--- src/hw/rtl/vsap_pkg.sv ---
// Package for the vertex set axis projection core.
// Holds shared types, sizing constants and the saturation helper.
// No dependencies.
`timescale 1ns / 1ps
`default_nettype none
package vsap_pkg;

  localparam int unsigned FieldW          = 32;
  localparam int unsigned FractionBitsDef = 16;
  localparam int unsigned CoordWidthDef   = 32;
  localparam int unsigned SumW            = 68;
  localparam int unsigned QDepth          = 4;

  typedef logic signed [FieldW-1:0] coord_t;

  typedef struct packed {
    coord_t x;
    coord_t y;
    coord_t z;
  } vec_t;

  typedef enum logic [2:0] {
    KIND_ROT,
    KIND_TRANS,
    KIND_AXIS,
    KIND_VERT,
    KIND_NOP
  } kind_e;

  typedef struct packed {
    kind_e      kind;
    logic [1:0] row;
    vec_t       v;
    logic       last;
  } item_t;

  typedef enum logic [1:0] {
    OP_VERT,
    OP_AXIS,
    OP_WORLD
  } op_e;

  typedef struct packed {
    op_e        op;
    logic [2:0] idx;
    logic       last;
    vec_t       v;
  } tag_t;

  typedef struct packed {
    logic   valid;
    vec_t   a;
    vec_t   b;
    coord_t extra;
    tag_t   tag;
  } dot_req_t;

  typedef struct packed {
    logic   valid;
    logic   busy;
    coord_t value;
    tag_t   tag;
  } dot_res_t;

  function automatic coord_t sat(input logic signed [SumW-1:0] v, input int unsigned w);
    logic signed [SumW-1:0] hi;
    logic signed [SumW-1:0] lo;
    hi = (SumW'(1) << (w - 1)) - SumW'(1);
    lo = ~hi;
    if (v > hi) return hi[FieldW-1:0];
    if (v < lo) return lo[FieldW-1:0];
    return v[FieldW-1:0];
  endfunction

endpackage
`default_nettype wire

--- src/hw/rtl/vsap_front.sv ---
// Front end: decodes and clamps incoming transactions into a short queue.
// Depends on vsap_pkg.
`timescale 1ns / 1ps
`default_nettype none
module vsap_front #(
  parameter int unsigned CoordWidth = vsap_pkg::CoordWidthDef
) (
  input  wire                   clk_i,
  input  wire                   rst_ni,
  input  wire                   in_valid_i,
  output logic                  in_ready_o,
  input  wire  [1:0]            req_type_i,
  input  wire  [1:0]            row_index_i,
  input  wire  vsap_pkg::coord_t value_a_i,
  input  wire  vsap_pkg::coord_t value_b_i,
  input  wire  vsap_pkg::coord_t value_c_i,
  input  wire                   last_i,
  input  wire                   pop_i,
  output logic                  q_valid_o,
  output vsap_pkg::item_t       q_item_o
);
  import vsap_pkg::*;

  localparam int unsigned EffW = (CoordWidth < FieldW) ? CoordWidth : FieldW;
  localparam int unsigned PtrW = $clog2(QDepth);

  item_t            mem_q [QDepth];
  logic [PtrW-1:0]  wptr_q, rptr_q;
  logic [PtrW:0]    cnt_q;
  item_t            item;
  logic             push, pop;

  always_comb begin
    item.row    = row_index_i;
    item.last   = last_i;
    item.v.x    = sat(SumW'(value_a_i), EffW);
    item.v.y    = sat(SumW'(value_b_i), EffW);
    item.v.z    = sat(SumW'(value_c_i), EffW);
    case (req_type_i)
      2'd0:    item.kind = (row_index_i == 2'd3) ? KIND_NOP : KIND_ROT;
      2'd1:    item.kind = KIND_TRANS;
      2'd2:    item.kind = KIND_AXIS;
      default: item.kind = KIND_VERT;
    endcase
  end

  assign in_ready_o = (cnt_q != (PtrW+1)'(QDepth));
  assign q_valid_o  = (cnt_q != '0);
  assign q_item_o   = mem_q[rptr_q];
  assign push       = in_valid_i && in_ready_o;
  assign pop        = pop_i && q_valid_o;

  always_ff @(posedge clk_i or negedge rst_ni) begin
    if (!rst_ni) begin
      wptr_q <= '0;
      rptr_q <= '0;
      cnt_q  <= '0;
    end else begin
      if (push) begin
        mem_q[wptr_q] <= item;
        wptr_q        <= wptr_q + 1'b1;
      end
      if (pop) rptr_q <= rptr_q + 1'b1;
      case ({push, pop})
        2'b10:   cnt_q <= cnt_q + 1'b1;
        2'b01:   cnt_q <= cnt_q - 1'b1;
        default: cnt_q <= cnt_q;
      endcase
    end
  end

endmodule
`default_nettype wire

--- config.mk ---
export PLATFORM = sky130hd
export DESIGN_NAME = vsap_front
export DESIGN_NICKNAME = d
export VERILOG_FILES = /design/src/hw/rtl/vsap_pkg.sv /design/src/hw/rtl/vsap_front.sv
export SDC_FILE = /design/constraint.sdc
export NUM_CORES = 1
export LEC_CHECK = 0
export ABC_AREA = 1
export BUFFER_PORTS_ARGS = -buffer_cell sky130_fd_sc_hd__clkbuf_2
export CAP_MARGIN = 30
export CORE_ASPECT_RATIO = 0.8
export CORE_UTILIZATION = 33
export DETAILED_ROUTE_END_ITERATION = 8
export PLACE_DENSITY_LB_ADDON = 0.08
export SLEW_MARGIN = 20
export SYNTH_ARGS = -nofsm -noshare
export SYNTH_HDL_FRONTEND = slang
export SYNTH_SLANG_ARGS = --single-unit
--- constraint.sdc ---
create_clock -name clk_i -period 6.1 [get_ports clk_i]
set_input_delay 0.305 -clock clk_i [delete_from_list [all_inputs] [get_ports clk_i]]
set_output_delay 0.305 -clock clk_i [all_outputs]
set_load 0.01 [all_outputs]
# Yosys cells after proc, flatten, opt, wreduce, memory -nomap -nowiden
# Memories as Yosys holds them, arrays and structs flattened.
# Index checks and enable logic that the tools add are counted.
# classes
n_addsub	4
multipliers	0
n_div	0
order_cmp	6
n_eq_ne	6
shift	0
muxes	26
bitwise	0
n_reduce_logical	6
# ops
operator	n
$mux W32	12
$gt A32 B32 Y1 const B	3
$lt A32 B32 Y1 const B	3
$mux W1	11
$pmux W3 S3	1
$eq A2 B2 Y1 const B	3
$pmux W3 S2	1
$add A2 B1 Y2 const B	2
$eq A2 B1 Y1 const B	2
$add A3 B1 Y3 const B	1
$logic_and A1 B1 Y1	3
$mux W3	1
$ne A3 B3 Y1 const B	1
$reduce_bool A3 Y1	1
$sub A3 B1 Y3 const B	1
$logic_not A2 Y1	1
$reduce_bool A2 Y1	1
# totals
reg_bits	7
latch_bits	0
mem_bits_rw	408
mem_bits_ro	0
inputBits	105
output_inout_bits	104
mem_count	1
# memory_table
name	words	word_bits	read_ports	rd_clocked_by_memory_dff	wr	line_no	rtl
mem_q	4	102	1	0	1	vsap_front.sv:27	item_t mem_q [QDepth];

# Logic depth before layout (Yosys ltp)
# depth
word_depth	5
depth_mapped	12
depth_no_buf	12

# Least setup slack after synthesis
# No wires, ideal clock.
# synth_timing
kind	register -> register
startpoint	reg cnt_q[0]
endpoint	mem mem_q[0][0] (netlist name), enable pin
arrival_ns	5.053
required_ns	5.536
setup_slack_ns	0.483
stages_incl_launch_ff	5
path_buffers	0
period_less_slack_ns	5.617
cell_sequence	dfrtp_1 -> inv_1 -> nand3_1 -> nand3_1 -> nor2_1
# synth_between
elab_chain_cells	5
# synth_lines
item	line_no	rtl
start: declaration	vsap_front.sv:29	logic [PtrW:0] cnt_q;
start signal: assignment	vsap_front.sv:65	2'b10: cnt_q <= cnt_q + 1'b1;
start signal: assignment	vsap_front.sv:66	2'b01: cnt_q <= cnt_q - 1'b1;
start signal: assignment	vsap_front.sv:67	default: cnt_q <= cnt_q;
$ne A3 B3 Y1	vsap_front.sv:47	assign in_ready_o = (cnt_q != (PtrW+1)'(QDepth));
named net in_ready_o	vsap_front.sv:11	output logic in_ready_o,
$logic_and A1 B1 Y1	vsap_front.sv:50	assign push = in_valid_i && in_ready_o;
$mux W1	vsap_front.sv:59	if (push) begin
$logic_and A1 B1 Y1 (not written as such)	vsap_front.sv:60	mem_q[wptr_q] <= item;
$mux W1 (not written as such)	vsap_front.sv:60	
end: declaration	vsap_front.sv:27	
# The timed path passes the listed nets, and every way through them passes these cells.

==> flow_metrics.env <==
export IMPL_clock_sinks=415
export IMPL_tightestPinTransition_ps=1150
export IMPL_synth_cells=1351
export IMPL_rsz0062_at_grt="no"
export IMPL_grt_pass1_vias=9977
export IMPL_synth_compound_area_share_pct=9.22
export IMPL_layout_commonest_cell="edfxtp_1"
export IMPL_routedWlPerCell_um=16.8
export IMPL_postCtsHoldBufs=102
export IMPL_postCtsSetupBuffers=0
export IMPL_yosys_register_bits=415
export IMPL_path_delay_family="buffers and inverters"
export IMPL_period_share_pct=54.4
export IMPL_arrival_ps=3010
export IMPL_max_cap_violations=0
export IMPL_outcome="finished clean"
export IMPL_overflow=0
export IMPL_grt_start_max_net_pins=192
export IMPL_pwr_density_cell_nw_per_um2=437
export IMPL_synth_area_leader_cell="edfxtp_1"
export IMPL_synthAdderAreaFrac_pct=0.481
export IMPL_numPortBuffers=208
export IMPL_drtIter0Drc=393
export IMPL_syn_to_final_growth_pct=21.2
export IMPL_cellLeakagePower_nw=8.29
export IMPL_ios=209
export IMPL_synth_top_family_by_area="buffers and inverters"
export IMPL_totalWireLength_um=38100
export IMPL_n_fill_cell=4913
export IMPL_dp_cells=2091
export IMPL_post_route_min_period_ps=3320
export IMPL_start_util_pct=33.5
export IMPL_p_total_mw=9.08
export IMPL_antenna_cells=0
export IMPL_syn_nets=1462
export IMPL_drt_pre_antenna_iters=5
export IMPL_dp_hpwl_um=21900
export IMPL_path_cells="inv_8, buf_12, nand2_1, o211ai_2, nand2_1, clkbuf_2"
export IMPL_peakVddDrop_v=0.000325
export IMPL_cts_inserted_buffers=45
export IMPL_design_die_area_um2=52900
export IMPL_yosys_area_share_simple_pct=7.50
export IMPL_fmax_ghz=0.302
export IMPL_syn_area_per_cell_um2=12.7
export IMPL_grt_pass1_wl_um=58600
export IMPL_slew_headroom_pct=23.4
export IMPL_pre_cts_ws_ps=3380
export IMPL_htree_num_levels=2
export IMPL_antenna_found_initial=0
export IMPL_stdcell_count=2275
export IMPL_cp_slowest_cell="inv_8"
export IMPL_most_common_layout_cells="edfxtp_1 (408), nand2_1 (325), inv_1 (217), clkbuf_2 (208), o211ai_1 (195)"
export IMPL_fin_nets=1668
export IMPL_setup_slack_ps=2780
export IMPL_synthXorXnorAreaFrac_pct=0.0511
export IMPL_cts_buffer_depth=3
export IMPL_tns_ps=0
export IMPL_clk_pin_slew_ps=60
export IMPL_vias=10046
export IMPL_cp_common_cell="nand2_1"
export IMPL_rrSetupSlack_ps=3440
export IMPL_crit_type="flop to output port"
export IMPL_globalplace_congestion=0.751
export IMPL_routed_via_density=4.42
export IMPL_final_util_pct=40.6
export IMPL_core_region_area_um2=51200
export IMPL_design_area_um2=20800
export IMPL_critPathRequiredTime_ps=5790
export IMPL_hp_class="primary input to flop"
export IMPL_drtAntennaViolNets=0
export IMPL_place_area_um2=18300
export IMPL_maxSlewViolCount=0
export IMPL_drcViolationCount=0
export IMPL_skew_ps=17.0
export IMPL_synth_seq_area_share_pct=72.4
export IMPL_finalHoldViolCount=0
export IMPL_setup_violations_final=0
export IMPL_syn_area_um2=17200
export IMPL_cts_tree="yes"
export IMPL_fp_dieW_um=257
export IMPL_grt_use_total_pct=14.5
export IMPL_cts_resized=0
export IMPL_end_kind="output port"
export IMPL_ys_top_cells_by_area="edfxtp_1 (71%), o211ai_1 (8.5%), nand2_1 (7.1%), inv_1 (4.7%), buf_6 (2.3%)"
export IMPL_critical_path_buf_inv_count=3
export IMPL_synth_distinct_cells=19
export IMPL_yosysWarnings=0
export IMPL_clk_latency_ps=560
export IMPL_synthMuxAreaShare_pct=0
export IMPL_yosys_area_top_type_share_pct=71.4
export IMPL_holdWs_ps=51.2
export IMPL_cts_root_buf="clkbuf_16"
export IMPL_crit_fanout=191
export IMPL_die_h_um=206
export IMPL_drive_above_1_share_pct=18.9
export IMPL_startpoint_type="flop"
export IMPL_fp_row_count=74
export IMPL_cpPeakStageDelay_ps=470
## registers in the layout (all words and copies together), names as in the netlist
signal / count
cnt_q: 3
mem_q: 408
rptr_q: 2
wptr_q: 2
## per-layer routing
metal	wire length [um]	global-route usage [%]
met1	17500	19.0
met2	18200	24.1
met3	1680	3.00
met4	785	4.36
met5	0	0
## power by group
part / switching (mW) / internal, mW
Combinational: 1.87 / 0.930
Sequential: 0.109 / 3.47
Clock: 1.09 / 1.61
Total: 3.07 / 6.01
## path summary, 6_finish.rpt
path	end	startpoint	depth (start not counted)
min in group asynchronous	rptr_q[1]	rst_ni	2
worst min register to register	cnt_q[0]	cnt_q[0]	1
worst max register to register	mem_q[2][16]	cnt_q[0]	5
worst min-delay path	wptr_q[0]	in_valid_i	3
worst max-delay path	q_item_o[99]	rptr_q[0]	6
max in group asynchronous	rptr_q[1]	rst_ni	2
## cell usage after synthesis (all sizes together)
| master | instances |
|---|---|
| nand3 | 8 |
| nor3 | 1 |
| o211ai | 204 |
| nor2 | 4 |
| clkbuf | 102 |
| nand4 | 1 |
| dfrtp | 7 |
| o21ai | 1 |
| ha | 5 |
| xnor2 | 1 |
| edfxtp | 408 |
| buf | 64 |
| inv | 219 |
| fa | 1 |
| nand2 | 325 |
## tightest hold or removal path: stages
cell and delay [ps]:
clkbuf_2 120, nand3_1 90, nand2_1 50
## area by class of cell
cell class	instances	area (um^2)	share of cell area, %
multi-input cells	551	2990	14.4
inverters	219	832	4.00
well taps	684	856	4.12
clock buffers	57	1210	5.84
clock inverters	24	239	1.15
repair buffers	325	2230	10.7
flip-flops and latches	415	12400	59.8
## kinds of logic (layout without fill, tap and decap cells)
kind of cell / Yosys count / after routing
simple gates: 339 / 339
flops: 415 / 415
fa+ha+maj: 6 / 6
compound gates: 205 / 205
xor+xnor: 1 / 1
buf+inv: 385 / 625
Power figures use the tool's default switching activity.
