<file path="config.mk">
export PLATFORM = sky130hd
export DESIGN_NAME = vsap_back
export DESIGN_NICKNAME = d
export VERILOG_FILES = /design/src/hw/rtl/vsap_pkg.sv /design/src/hw/rtl/vsap_back.sv
export SDC_FILE = /design/constraint.sdc
export NUM_CORES = 2
export LEC_CHECK = 0
export ABC_AREA = 1
export BUFFER_PORTS_ARGS = -buffer_cell sky130_fd_sc_hd__buf_2
export CAP_MARGIN = 5
export CELL_PAD_IN_SITES_DETAIL_PLACEMENT = 1
export CELL_PAD_IN_SITES_GLOBAL_PLACEMENT = 1
export CORE_ASPECT_RATIO = 0.8
export CORE_MARGIN = 2
export CORE_UTILIZATION = 42
export DETAILED_ROUTE_END_ITERATION = 6
export PLACE_DENSITY = 0.85
export SLEW_MARGIN = 30
export SYNTH_ARGS = -nofsm -noshare
export SYNTH_HDL_FRONTEND = slang
export SYNTH_SLANG_ARGS = --single-unit
</file>
<file path="constraint.sdc">
create_clock -name clk_i -period 20 [get_ports clk_i]
set_input_delay 3 -clock clk_i [delete_from_list [all_inputs] [get_ports clk_i]]
set_output_delay 3 -clock clk_i [all_outputs]
set_load 0.02 [all_outputs]
</file>
<file path="src/hw/rtl/vsap_pkg.sv">
// Package for the vertex set axis projection core.
// Holds shared types, sizing constants and the saturation helper.
// No dependencies.
`timescale 1ns / 1ps
`default_nettype none
package vsap_pkg;

  localparam int unsigned FieldW          = 32;
  localparam int unsigned FractionBitsDef = 16;
  localparam int unsigned CoordWidthDef   = 32;
  localparam int unsigned SumW            = 68;
  localparam int unsigned QDepth          = 4;

  typedef logic signed [FieldW-1:0] coord_t;

  typedef struct packed {
    coord_t x;
    coord_t y;
    coord_t z;
  } vec_t;

  typedef enum logic [2:0] {
    KIND_ROT,
    KIND_TRANS,
    KIND_AXIS,
    KIND_VERT,
    KIND_NOP
  } kind_e;

  typedef struct packed {
    kind_e      kind;
    logic [1:0] row;
    vec_t       v;
    logic       last;
  } item_t;

  typedef enum logic [1:0] {
    OP_VERT,
    OP_AXIS,
    OP_WORLD
  } op_e;

  typedef struct packed {
    op_e        op;
    logic [2:0] idx;
    logic       last;
    vec_t       v;
  } tag_t;

  typedef struct packed {
    logic   valid;
    vec_t   a;
    vec_t   b;
    coord_t extra;
    tag_t   tag;
  } dot_req_t;

  typedef struct packed {
    logic   valid;
    logic   busy;
    coord_t value;
    tag_t   tag;
  } dot_res_t;

  function automatic coord_t sat(input logic signed [SumW-1:0] v, input int unsigned w);
    logic signed [SumW-1:0] hi;
    logic signed [SumW-1:0] lo;
    hi = (SumW'(1) << (w - 1)) - SumW'(1);
    lo = ~hi;
    if (v > hi) return hi[FieldW-1:0];
    if (v < lo) return lo[FieldW-1:0];
    return v[FieldW-1:0];
  endfunction

endpackage
`default_nettype wire

</file>
<file path="src/hw/rtl/vsap_back.sv">
// Back end: sequences loads, projections and world transforms on the dot unit
// and holds the result register. Depends on vsap_pkg.
`timescale 1ns / 1ps
`default_nettype none
module vsap_back #(
  parameter int unsigned CoordWidth = vsap_pkg::CoordWidthDef
) (
  input  wire                   clk_i,
  input  wire                   rst_ni,
  input  wire                   q_valid_i,
  input  vsap_pkg::item_t       q_item_i,
  output logic                  pop_o,
  output vsap_pkg::dot_req_t    req_o,
  input  vsap_pkg::dot_res_t    res_i,
  output logic                  out_valid_o,
  input  wire                   out_ready_i,
  output vsap_pkg::coord_t      min_projection_o,
  output vsap_pkg::coord_t      max_projection_o,
  output vsap_pkg::coord_t      min_x_o,
  output vsap_pkg::coord_t      min_y_o,
  output vsap_pkg::coord_t      min_z_o,
  output vsap_pkg::coord_t      max_x_o,
  output vsap_pkg::coord_t      max_y_o,
  output vsap_pkg::coord_t      max_z_o
);
  import vsap_pkg::*;

  localparam int unsigned EffW = (CoordWidth < FieldW) ? CoordWidth : FieldW;

  typedef enum logic [2:0] {
    ST_RUN,
    ST_AXIS,
    ST_LASTWAIT,
    ST_WORLD,
    ST_DRAIN,
    ST_EMIT
  } state_e;

  state_e     state_q;
  logic [2:0] cnt_q;
  logic       emit_pend_q, seen_q;
  vec_t       rot_q [3];
  vec_t       trans_q, lax_q, axis_v_q, minv_q, maxv_q;
  coord_t     offset_q, rmin_q, rmax_q;
  coord_t     world_q [6];
  coord_t     out_q [8];
  logic       out_free;
  logic [1:0] wrow;
  coord_t     wtrans;

  assign out_free = !out_valid_o || out_ready_i;
  assign wrow     = (cnt_q < 3'd3) ? cnt_q[1:0] : 2'(cnt_q - 3'd3);

  always_comb begin
    case (wrow)
      2'd0:    wtrans = trans_q.x;
      2'd1:    wtrans = trans_q.y;
      default: wtrans = trans_q.z;
    endcase
  end

  always_comb begin
    req_o = '0;
    pop_o = 1'b0;
    case (state_q)
      ST_RUN: begin
        if (q_valid_i) begin
          pop_o        = 1'b1;
          req_o.tag.v  = q_item_i.v;
          req_o.tag.last = q_item_i.last;
          req_o.b      = q_item_i.v;
          case (q_item_i.kind)
            KIND_VERT: begin
              req_o.valid  = 1'b1;
              req_o.tag.op = OP_VERT;
              req_o.a      = lax_q;
            end
            KIND_AXIS: begin
              req_o.valid  = 1'b1;
              req_o.tag.op = OP_AXIS;
              req_o.a      = '{x: rot_q[0].x, y: rot_q[1].x, z: rot_q[2].x};
            end
            default: req_o.valid = 1'b0;
          endcase
        end
      end
      ST_AXIS: begin
        req_o.valid   = 1'b1;
        req_o.tag.op  = OP_AXIS;
        req_o.tag.idx = cnt_q;
        req_o.b       = axis_v_q;
        case (cnt_q)
          3'd1:    req_o.a = '{x: rot_q[0].y, y: rot_q[1].y, z: rot_q[2].y};
          3'd2:    req_o.a = '{x: rot_q[0].z, y: rot_q[1].z, z: rot_q[2].z};
          default: req_o.a = trans_q;
        endcase
      end
      ST_WORLD: begin
        req_o.valid   = 1'b1;
        req_o.tag.op  = OP_WORLD;
        req_o.tag.idx = cnt_q;
        req_o.a       = rot_q[wrow];
        req_o.b       = (cnt_q < 3'd3) ? minv_q : maxv_q;
        req_o.extra   = wtrans;
      end
      default: req_o = '0;
    endcase
  end

  always_ff @(posedge clk_i or negedge rst_ni) begin
    if (!rst_ni) begin
      state_q     <= ST_RUN;
      cnt_q       <= '0;
      emit_pend_q <= 1'b0;
      seen_q      <= 1'b0;
      out_valid_o <= 1'b0;
    end else begin
      if (out_valid_o && out_ready_i && (state_q != ST_EMIT)) out_valid_o <= 1'b0;

      if (res_i.valid) begin
        case (res_i.tag.op)
          OP_VERT: begin
            if (!seen_q || (res_i.value < rmin_q)) begin
              rmin_q <= res_i.value;
              minv_q <= res_i.tag.v;
            end
            if (!seen_q || (res_i.value > rmax_q)) begin
              rmax_q <= res_i.value;
              maxv_q <= res_i.tag.v;
            end
            seen_q <= 1'b1;
          end
          OP_AXIS: begin
            case (res_i.tag.idx)
              3'd0:    lax_q.x  <= res_i.value;
              3'd1:    lax_q.y  <= res_i.value;
              3'd2:    lax_q.z  <= res_i.value;
              default: offset_q <= res_i.value;
            endcase
          end
          default: world_q[res_i.tag.idx] <= res_i.value;
        endcase
      end

      case (state_q)
        ST_RUN: begin
          if (q_valid_i) begin
            case (q_item_i.kind)
              KIND_ROT:   rot_q[q_item_i.row] <= q_item_i.v;
              KIND_TRANS: trans_q <= q_item_i.v;
              KIND_AXIS: begin
                axis_v_q <= q_item_i.v;
                cnt_q    <= 3'd1;
                state_q  <= ST_AXIS;
              end
              KIND_VERT: if (q_item_i.last) state_q <= ST_LASTWAIT;
              default: state_q <= ST_RUN;
            endcase
          end
        end
        ST_AXIS: begin
          if (cnt_q == 3'd3) begin
            emit_pend_q <= 1'b0;
            state_q     <= ST_DRAIN;
          end else begin
            cnt_q <= cnt_q + 3'd1;
          end
        end
        ST_LASTWAIT: begin
          if (!res_i.busy) begin
            cnt_q   <= '0;
            state_q <= ST_WORLD;
          end
        end
        ST_WORLD: begin
          if (cnt_q == 3'd5) begin
            emit_pend_q <= 1'b1;
            state_q     <= ST_DRAIN;
          end else begin
            cnt_q <= cnt_q + 3'd1;
          end
        end
        ST_DRAIN: begin
          if (!res_i.busy) state_q <= emit_pend_q ? ST_EMIT : ST_RUN;
        end
        ST_EMIT: begin
          if (out_free) begin
            out_q[0]    <= sat(SumW'(rmin_q) + SumW'(offset_q), EffW);
            out_q[1]    <= sat(SumW'(rmax_q) + SumW'(offset_q), EffW);
            out_q[2]    <= world_q[0];
            out_q[3]    <= world_q[1];
            out_q[4]    <= world_q[2];
            out_q[5]    <= world_q[3];
            out_q[6]    <= world_q[4];
            out_q[7]    <= world_q[5];
            out_valid_o <= 1'b1;
            seen_q      <= 1'b0;
            state_q     <= ST_RUN;
          end
        end
        default: state_q <= ST_RUN;
      endcase
    end
  end

  assign min_projection_o = out_q[0];
  assign max_projection_o = out_q[1];
  assign min_x_o          = out_q[2];
  assign min_y_o          = out_q[3];
  assign min_z_o          = out_q[4];
  assign max_x_o          = out_q[5];
  assign max_y_o          = out_q[6];
  assign max_z_o          = out_q[7];

endmodule
`default_nettype wire

</file>
Yosys cells after proc, flatten, opt, wreduce, memory -nomap -nowiden:

Memories as Yosys holds them, arrays and structs flattened.
Cells that the tools add are included.

* memories: 3
* logic and storage cells: 178
* output and inout port bits: 585
* flip-flop bits (word level): 585
* bits in writable memories: 736
* input port bits: 242

* muxes and demuxes: 79
* bitwise gates (word level): 1
* $add $sub $neg: 4
* magnitude comparators: 7
* reductions and logical operators: 33
* equality and inequality tests: 28

Memories
* rot_q: depth 3, width 96, read ports 4, clocked after Yosys merged registers in 0, write ports 1, line vsap_back.sv:42 `vec_t rot_q [3];`
* out_q: depth 8, width 32, read ports 8, clocked after Yosys merged registers in 0, write ports 8, line vsap_back.sv:46 `coord_t out_q [8];`
* world_q: depth 6, width 32, read ports 6, clocked after Yosys merged registers in 0, write ports 1, line vsap_back.sv:45 `coord_t world_q [6];`

Operators by type and width (count)
* one-hot mux 193 bit (3 select lines): 1
* 2-to-1 mux 32 bit: 13
* one-hot mux 96 bit (2 select lines): 2
* 2-to-1 mux 97 bit: 2
* 2-to-1 mux 193 bit: 1
* 2-to-1 mux 96 bit: 1
* adder 32 x 32 -> 33 bit: 2
* > comparator 33 x 32 -> 1 bit (second input constant): 2
* less-than comparator 33 x 32 -> 1 bit (second input constant): 2
* one-hot mux 32 bit (2 select lines): 1
* 2-to-1 mux 3 bit: 14
* 2-to-1 mux 1 bit: 38
* > comparator 32 bit: 1
* less-than comparator 32 bit: 1
* AND reduction 4 bit: 8
* == test 3 x 2 -> 1 bit (second input constant): 7
* inequality test 2 bit (second input constant): 9
* one-hot mux 3 bit (6 select lines): 1
* == test 3 x 1 -> 1 bit (second input constant): 4
* one-hot mux 3 bit (4 select lines): 1
* == test 3 bit (second input constant): 3
* zero test 3 bit: 3
* one-hot mux 3 bit (3 select lines): 1
* AND reduction 8 bit: 1
* other kinds (20): 33

Depth between registers and ports, before layout:

* depth after elaboration: 12
* gate-level depth with buffers: 17
* depth with buffers taken out: 16

Least setup slack after synthesis:

No wires, ideal clock.

* path type: in2reg
* start point: input port out_ready_i
* end point: memory out_q[0][0] (netlist bit), enable pin
* buffers on the path: 0
* path slack: -1.431 ns
* arrival: 20.245 ns
* data required time: 18.813 ns
* setup time: 1.187 ns
* stages: 2
* cell sequence: nor2_1 nor3_1

RTL lines
* start: declaration: line vsap_back.sv:16 `input wire out_ready_i,`
* end: declaration: line vsap_back.sv:46

==> summary.json <==
{
  "status": {
    "result_of_the_run": "finished, final reports clean"
  },
  "floorplan": {
    "starting_density_of_the_core": 0.422,
    "x_dimension_of_the_die_um": 424,
    "die_height_um": 340,
    "core_footprint_mm2": 0.140,
    "design.die.area_mm2": 0.144,
    "std_cell_rows": 123,
    "total_i_o_pin_count": 827
  },
  "routing": {
    "drt.antenna.violating_nets": 0,
    "route.detailed.drc": 0,
    "detail_route.wirelength_um": 223000,
    "routed_wire_length_per_instance_um": 30.5,
    "num_vias": 44200,
    "drc_violation_total_after_the_first_tritonroute_iteration": 5326,
    "via_per_inst": 6.04,
    "detailedRoute.firstPassIterationCount": 6
  },
  "synth": {
    "ys_seq_area_frac": 0.718,
    "yosys.area.top_type": "edfxtp_1",
    "mappedNetlistArea_mm2": 0.0592,
    "yosys-top-cells-area": "edfxtp_1 71%, nand2_1 4.5%, ha_1 2.8%, o21ai_0 2.6%, inv_1 2.4%",
    "synthesis.instances": 4497,
    "post_synth.cell_area_avg_um2": 13.2,
    "ys_warn_count": 0,
    "yosys.cell_types.count": 49,
    "flip_flop_and_latch_count_after_synthesis": 1417,
    "post-synth-top-area-fraction": 0.714,
    "syn-num-nets": 4872
  },
  "timing": {
    "min_period_over_period": 0.453,
    "tightestPinTransition_ns": 1.08,
    "clock_skew_ns": 0.0447,
    "setup_repair_after_global_routing_missed_its_margin": "false",
    "timing_max_transition_violations_final": 0,
    "top_achievable_clock_speed_mhz": 110,
    "final.setup.worst_slack_ns": 10.94,
    "hold_violations": 0,
    "max_slew_margin": 0.279,
    "finalWorstPathRequiredPeriod_ns": 9.06,
    "fin_tns_setup_ns": 0,
    "finalSetupViolCount": 0
  },
  "placed_design": {
    "io_buffer_count": 825,
    "detailedPlacementHpwl_um": 145000,
    "post-place-ws_ns": 11.06,
    "gp_congestion": 0.943,
    "dp.cells": 7047
  },
  "critical_path": {
    "worstSetupPathType": "flip-flop to output pin",
    "critical_path.startpoint_type": "flip-flop",
    "critical_path_cell_sequence": "inv_2 -> ha_1 -> a21oi_4 -> buf_4 -> clkinv_2 -> nand2_4 -> buf_4 -> o21ai_0 -> o21ai_0 -> o2111ai_1 -> buf_2",
    "worstPathMaxFanout": 49,
    "critical-path-slowest-cell": "nand2_4",
    "reg2reg_start": "state_q[0]",
    "timing.critical_path.to_type": "output pin",
    "crit_path_start": "cnt_q[0]",
    "cp_data_required_time_ns": 17.00,
    "cp_data_arrival_time_ns": 6.06,
    "cpPeakStageDelay_ns": 0.98
  },
  "power": {
    "leakage_power_nw": 26.6,
    "power_switching_mw": 3.34,
    "cellInternalPower_mw": 5.49,
    "power.share.sequential": 0.379,
    "peak_supply_drop_uv": 119,
    "power.clock.fraction": 0.303,
    "switching_share_of_power": 0.378,
    "pwr_density_cell_mw_per_mm2": 126,
    "power.share.combinational": 0.319
  },
  "global_route": {
    "grt_first_pass_wirelength_um": 317000,
    "groute.usage.overall": 0.301,
    "grt_max_degree": 172,
    "vias_in_the_first_global_route": 46100,
    "number_of_antenna_violations_at_the_first_check_in_global_routing": 20,
    "grt.overflow.total": 0
  },
  "hold_path": {
    "hold_path.startpoint": "world_q[0][9]",
    "hold_class": "flip-flop to flip-flop"
  },
  "clock_tree": {
    "root_buffer": "clkbuf_16",
    "clk_transition_reported_paths_ns": 0.06,
    "cts_h_tree_depth": 4,
    "tritoncts_clock_tree": "built",
    "cts_max_path_buffers": 3,
    "post_cts.resized_instances": 0,
    "cts.sink_count": 1417,
    "ctsHoldBuffers": 0,
    "insertion_delay_ns": 0.83,
    "post-cts-setup-buffer-count": 0,
    "numCtsBuffers": 144
  },
  "layout": {
    "final_core_utilization": 0.500,
    "most_used_cells_in_the_layout_excluding_fill_and_tap_cells": "1,408 x edfxtp_1, 824 x buf_2, 715 x nand2_1, 380 x inv_1, 314 x nor2_1",
    "area_growth_syn_to_layout_pct": 18.3,
    "area.sequential_mm2": 0.0425,
    "final_common_cell": "edfxtp_1",
    "num-nets-final": 5693,
    "layout.filler_cells": 14500,
    "final_cell_count_no_fill": 7320,
    "final_layout_size_suffix_gt1_frac": 0.225,
    "multiInputGateArea_mm2": 0.0145
  },
  "job": {
    "maxCapViolations": 0
  }
}
[Yosys cell counts, drive strengths merged]
cell type and number:
edfxtp 1408, nand2 725, inv 389, nor2 329, o21ai 328, a21oi 255, ha 131, o22ai 126
clkbuf 106, buf 105, a221o 96, mux2 96, nand3 96, o2111ai 84, o211ai 63, xor2 37
o221ai 31, nor3 18, nand4 12, o21a 12, dfrtp 9, nor4 8, a21o 7, nand3b 5
xnor2 4, o21bai 3, a221oi 2, a31oi 2, fa 2, a211oi 1, a21boi 1, and2 1
clkinv 1, nand2b 1, o31ai 1, o32ai 1, or2 1
[final timing paths]
path | end | slack (ns) | depth (start not counted)
worst min register to register | out_q[0][73] | 0.38 | 0
worst max register to register | rot_q[0][62] | 16.07 | 9
worst min-delay path | out_q[0][73] | 0.38 | 0
worst max-delay path | req_o[303] | 10.94 | 11
min in group asynchronous | cnt_q[2] | 2.06 | 1
max in group asynchronous | seen_q | 17.71 | 1
[state kept, by name, indices dropped and copies added (netlist names)]
name and count:
rmin_q 32, offset_q 32, state_q 3, lax_q 96
cnt_q 3, seen_q 1, maxv_q 96, world_q 192
trans_q 96, out_valid_o 1, rot_q 384, axis_v_q 96
emit_pend_q 1, minv_q 96, out_q 256, rmax_q 32
[layout make-up]
cell class                      instances  share of cell area
Sequential cell                      1417               0.607
Multi-Input combinational cell       2479               0.207
Timing Repair Buffer                  886              0.0669
Clock buffer                          185              0.0545
Tap cell                             1875              0.0335
Inverter                              390              0.0210
Clock inverter                         76              0.0104
Antenna cell                           12            0.000429
[stage by stage]
step	total power [mW]	cell area, µm²	hold slack, ns
3_5_place_dp	6.10	65500	0.405
2_1_floorplan	5.03	59200	0.400
3_3_place_gp	5.99	65400	0.401
5_1_grt	9.05	70100	0.386
6_report	8.83	70100	0.377
4_1_cts	8.78	70000	0.383
[critical path: cells and delay by family, from the launching register on]
| kind | cells | cell delay [ns] |
|---|---|---|
| simple gates | 1 | 0.98 |
| buf+inv | 5 | 2.38 |
| flops | 1 | 0.41 |
| compound gates | 4 | 0.96 |
| fa+ha+maj | 1 | 0.37 |
[power groups by stage]
| stage | Clock, mW | Sequential [mW] | Combinational (mW) |
|---|---|---|---|
| 2_1_floorplan | 0 | 3.42 | 1.60 |
| 3_3_place_gp | 0 | 3.40 | 2.59 |
| 6_report | 2.67 | 3.34 | 2.81 |
| 3_5_place_dp | 0 | 3.40 | 2.70 |
| 4_1_cts | 2.69 | 3.34 | 2.75 |
| 5_1_grt | 2.80 | 3.34 | 2.91 |
[layer usage]
metal / up-vias / global-route usage / wire [µm]
li1: 18300 / - / -
met3: 685 / 0.0802 / 23900
met4: 10 / 0.173 / 14200
met5: - / 0 / 69
met2: 3004 / 0.481 / 105000
met1: 22200 / 0.371 / 80400
[logic make-up (layout without fill, tap and decap cells)]
kind of cell	after synthesis	in the layout	synth area share
AOI/OAI and AO/OA	1013	1013	0.108
xor gates and xnor gates	41	41	0.00606
adders and majority gates	133	133	0.0284
buffers and inverters	601	1537	0.0408
DFF	1417	1417	0.718
muxes	96	96	0.0183
other	0	12	0
and+or+nand+nor	1196	1196	0.0804
(Power assumes the default switching activity.)
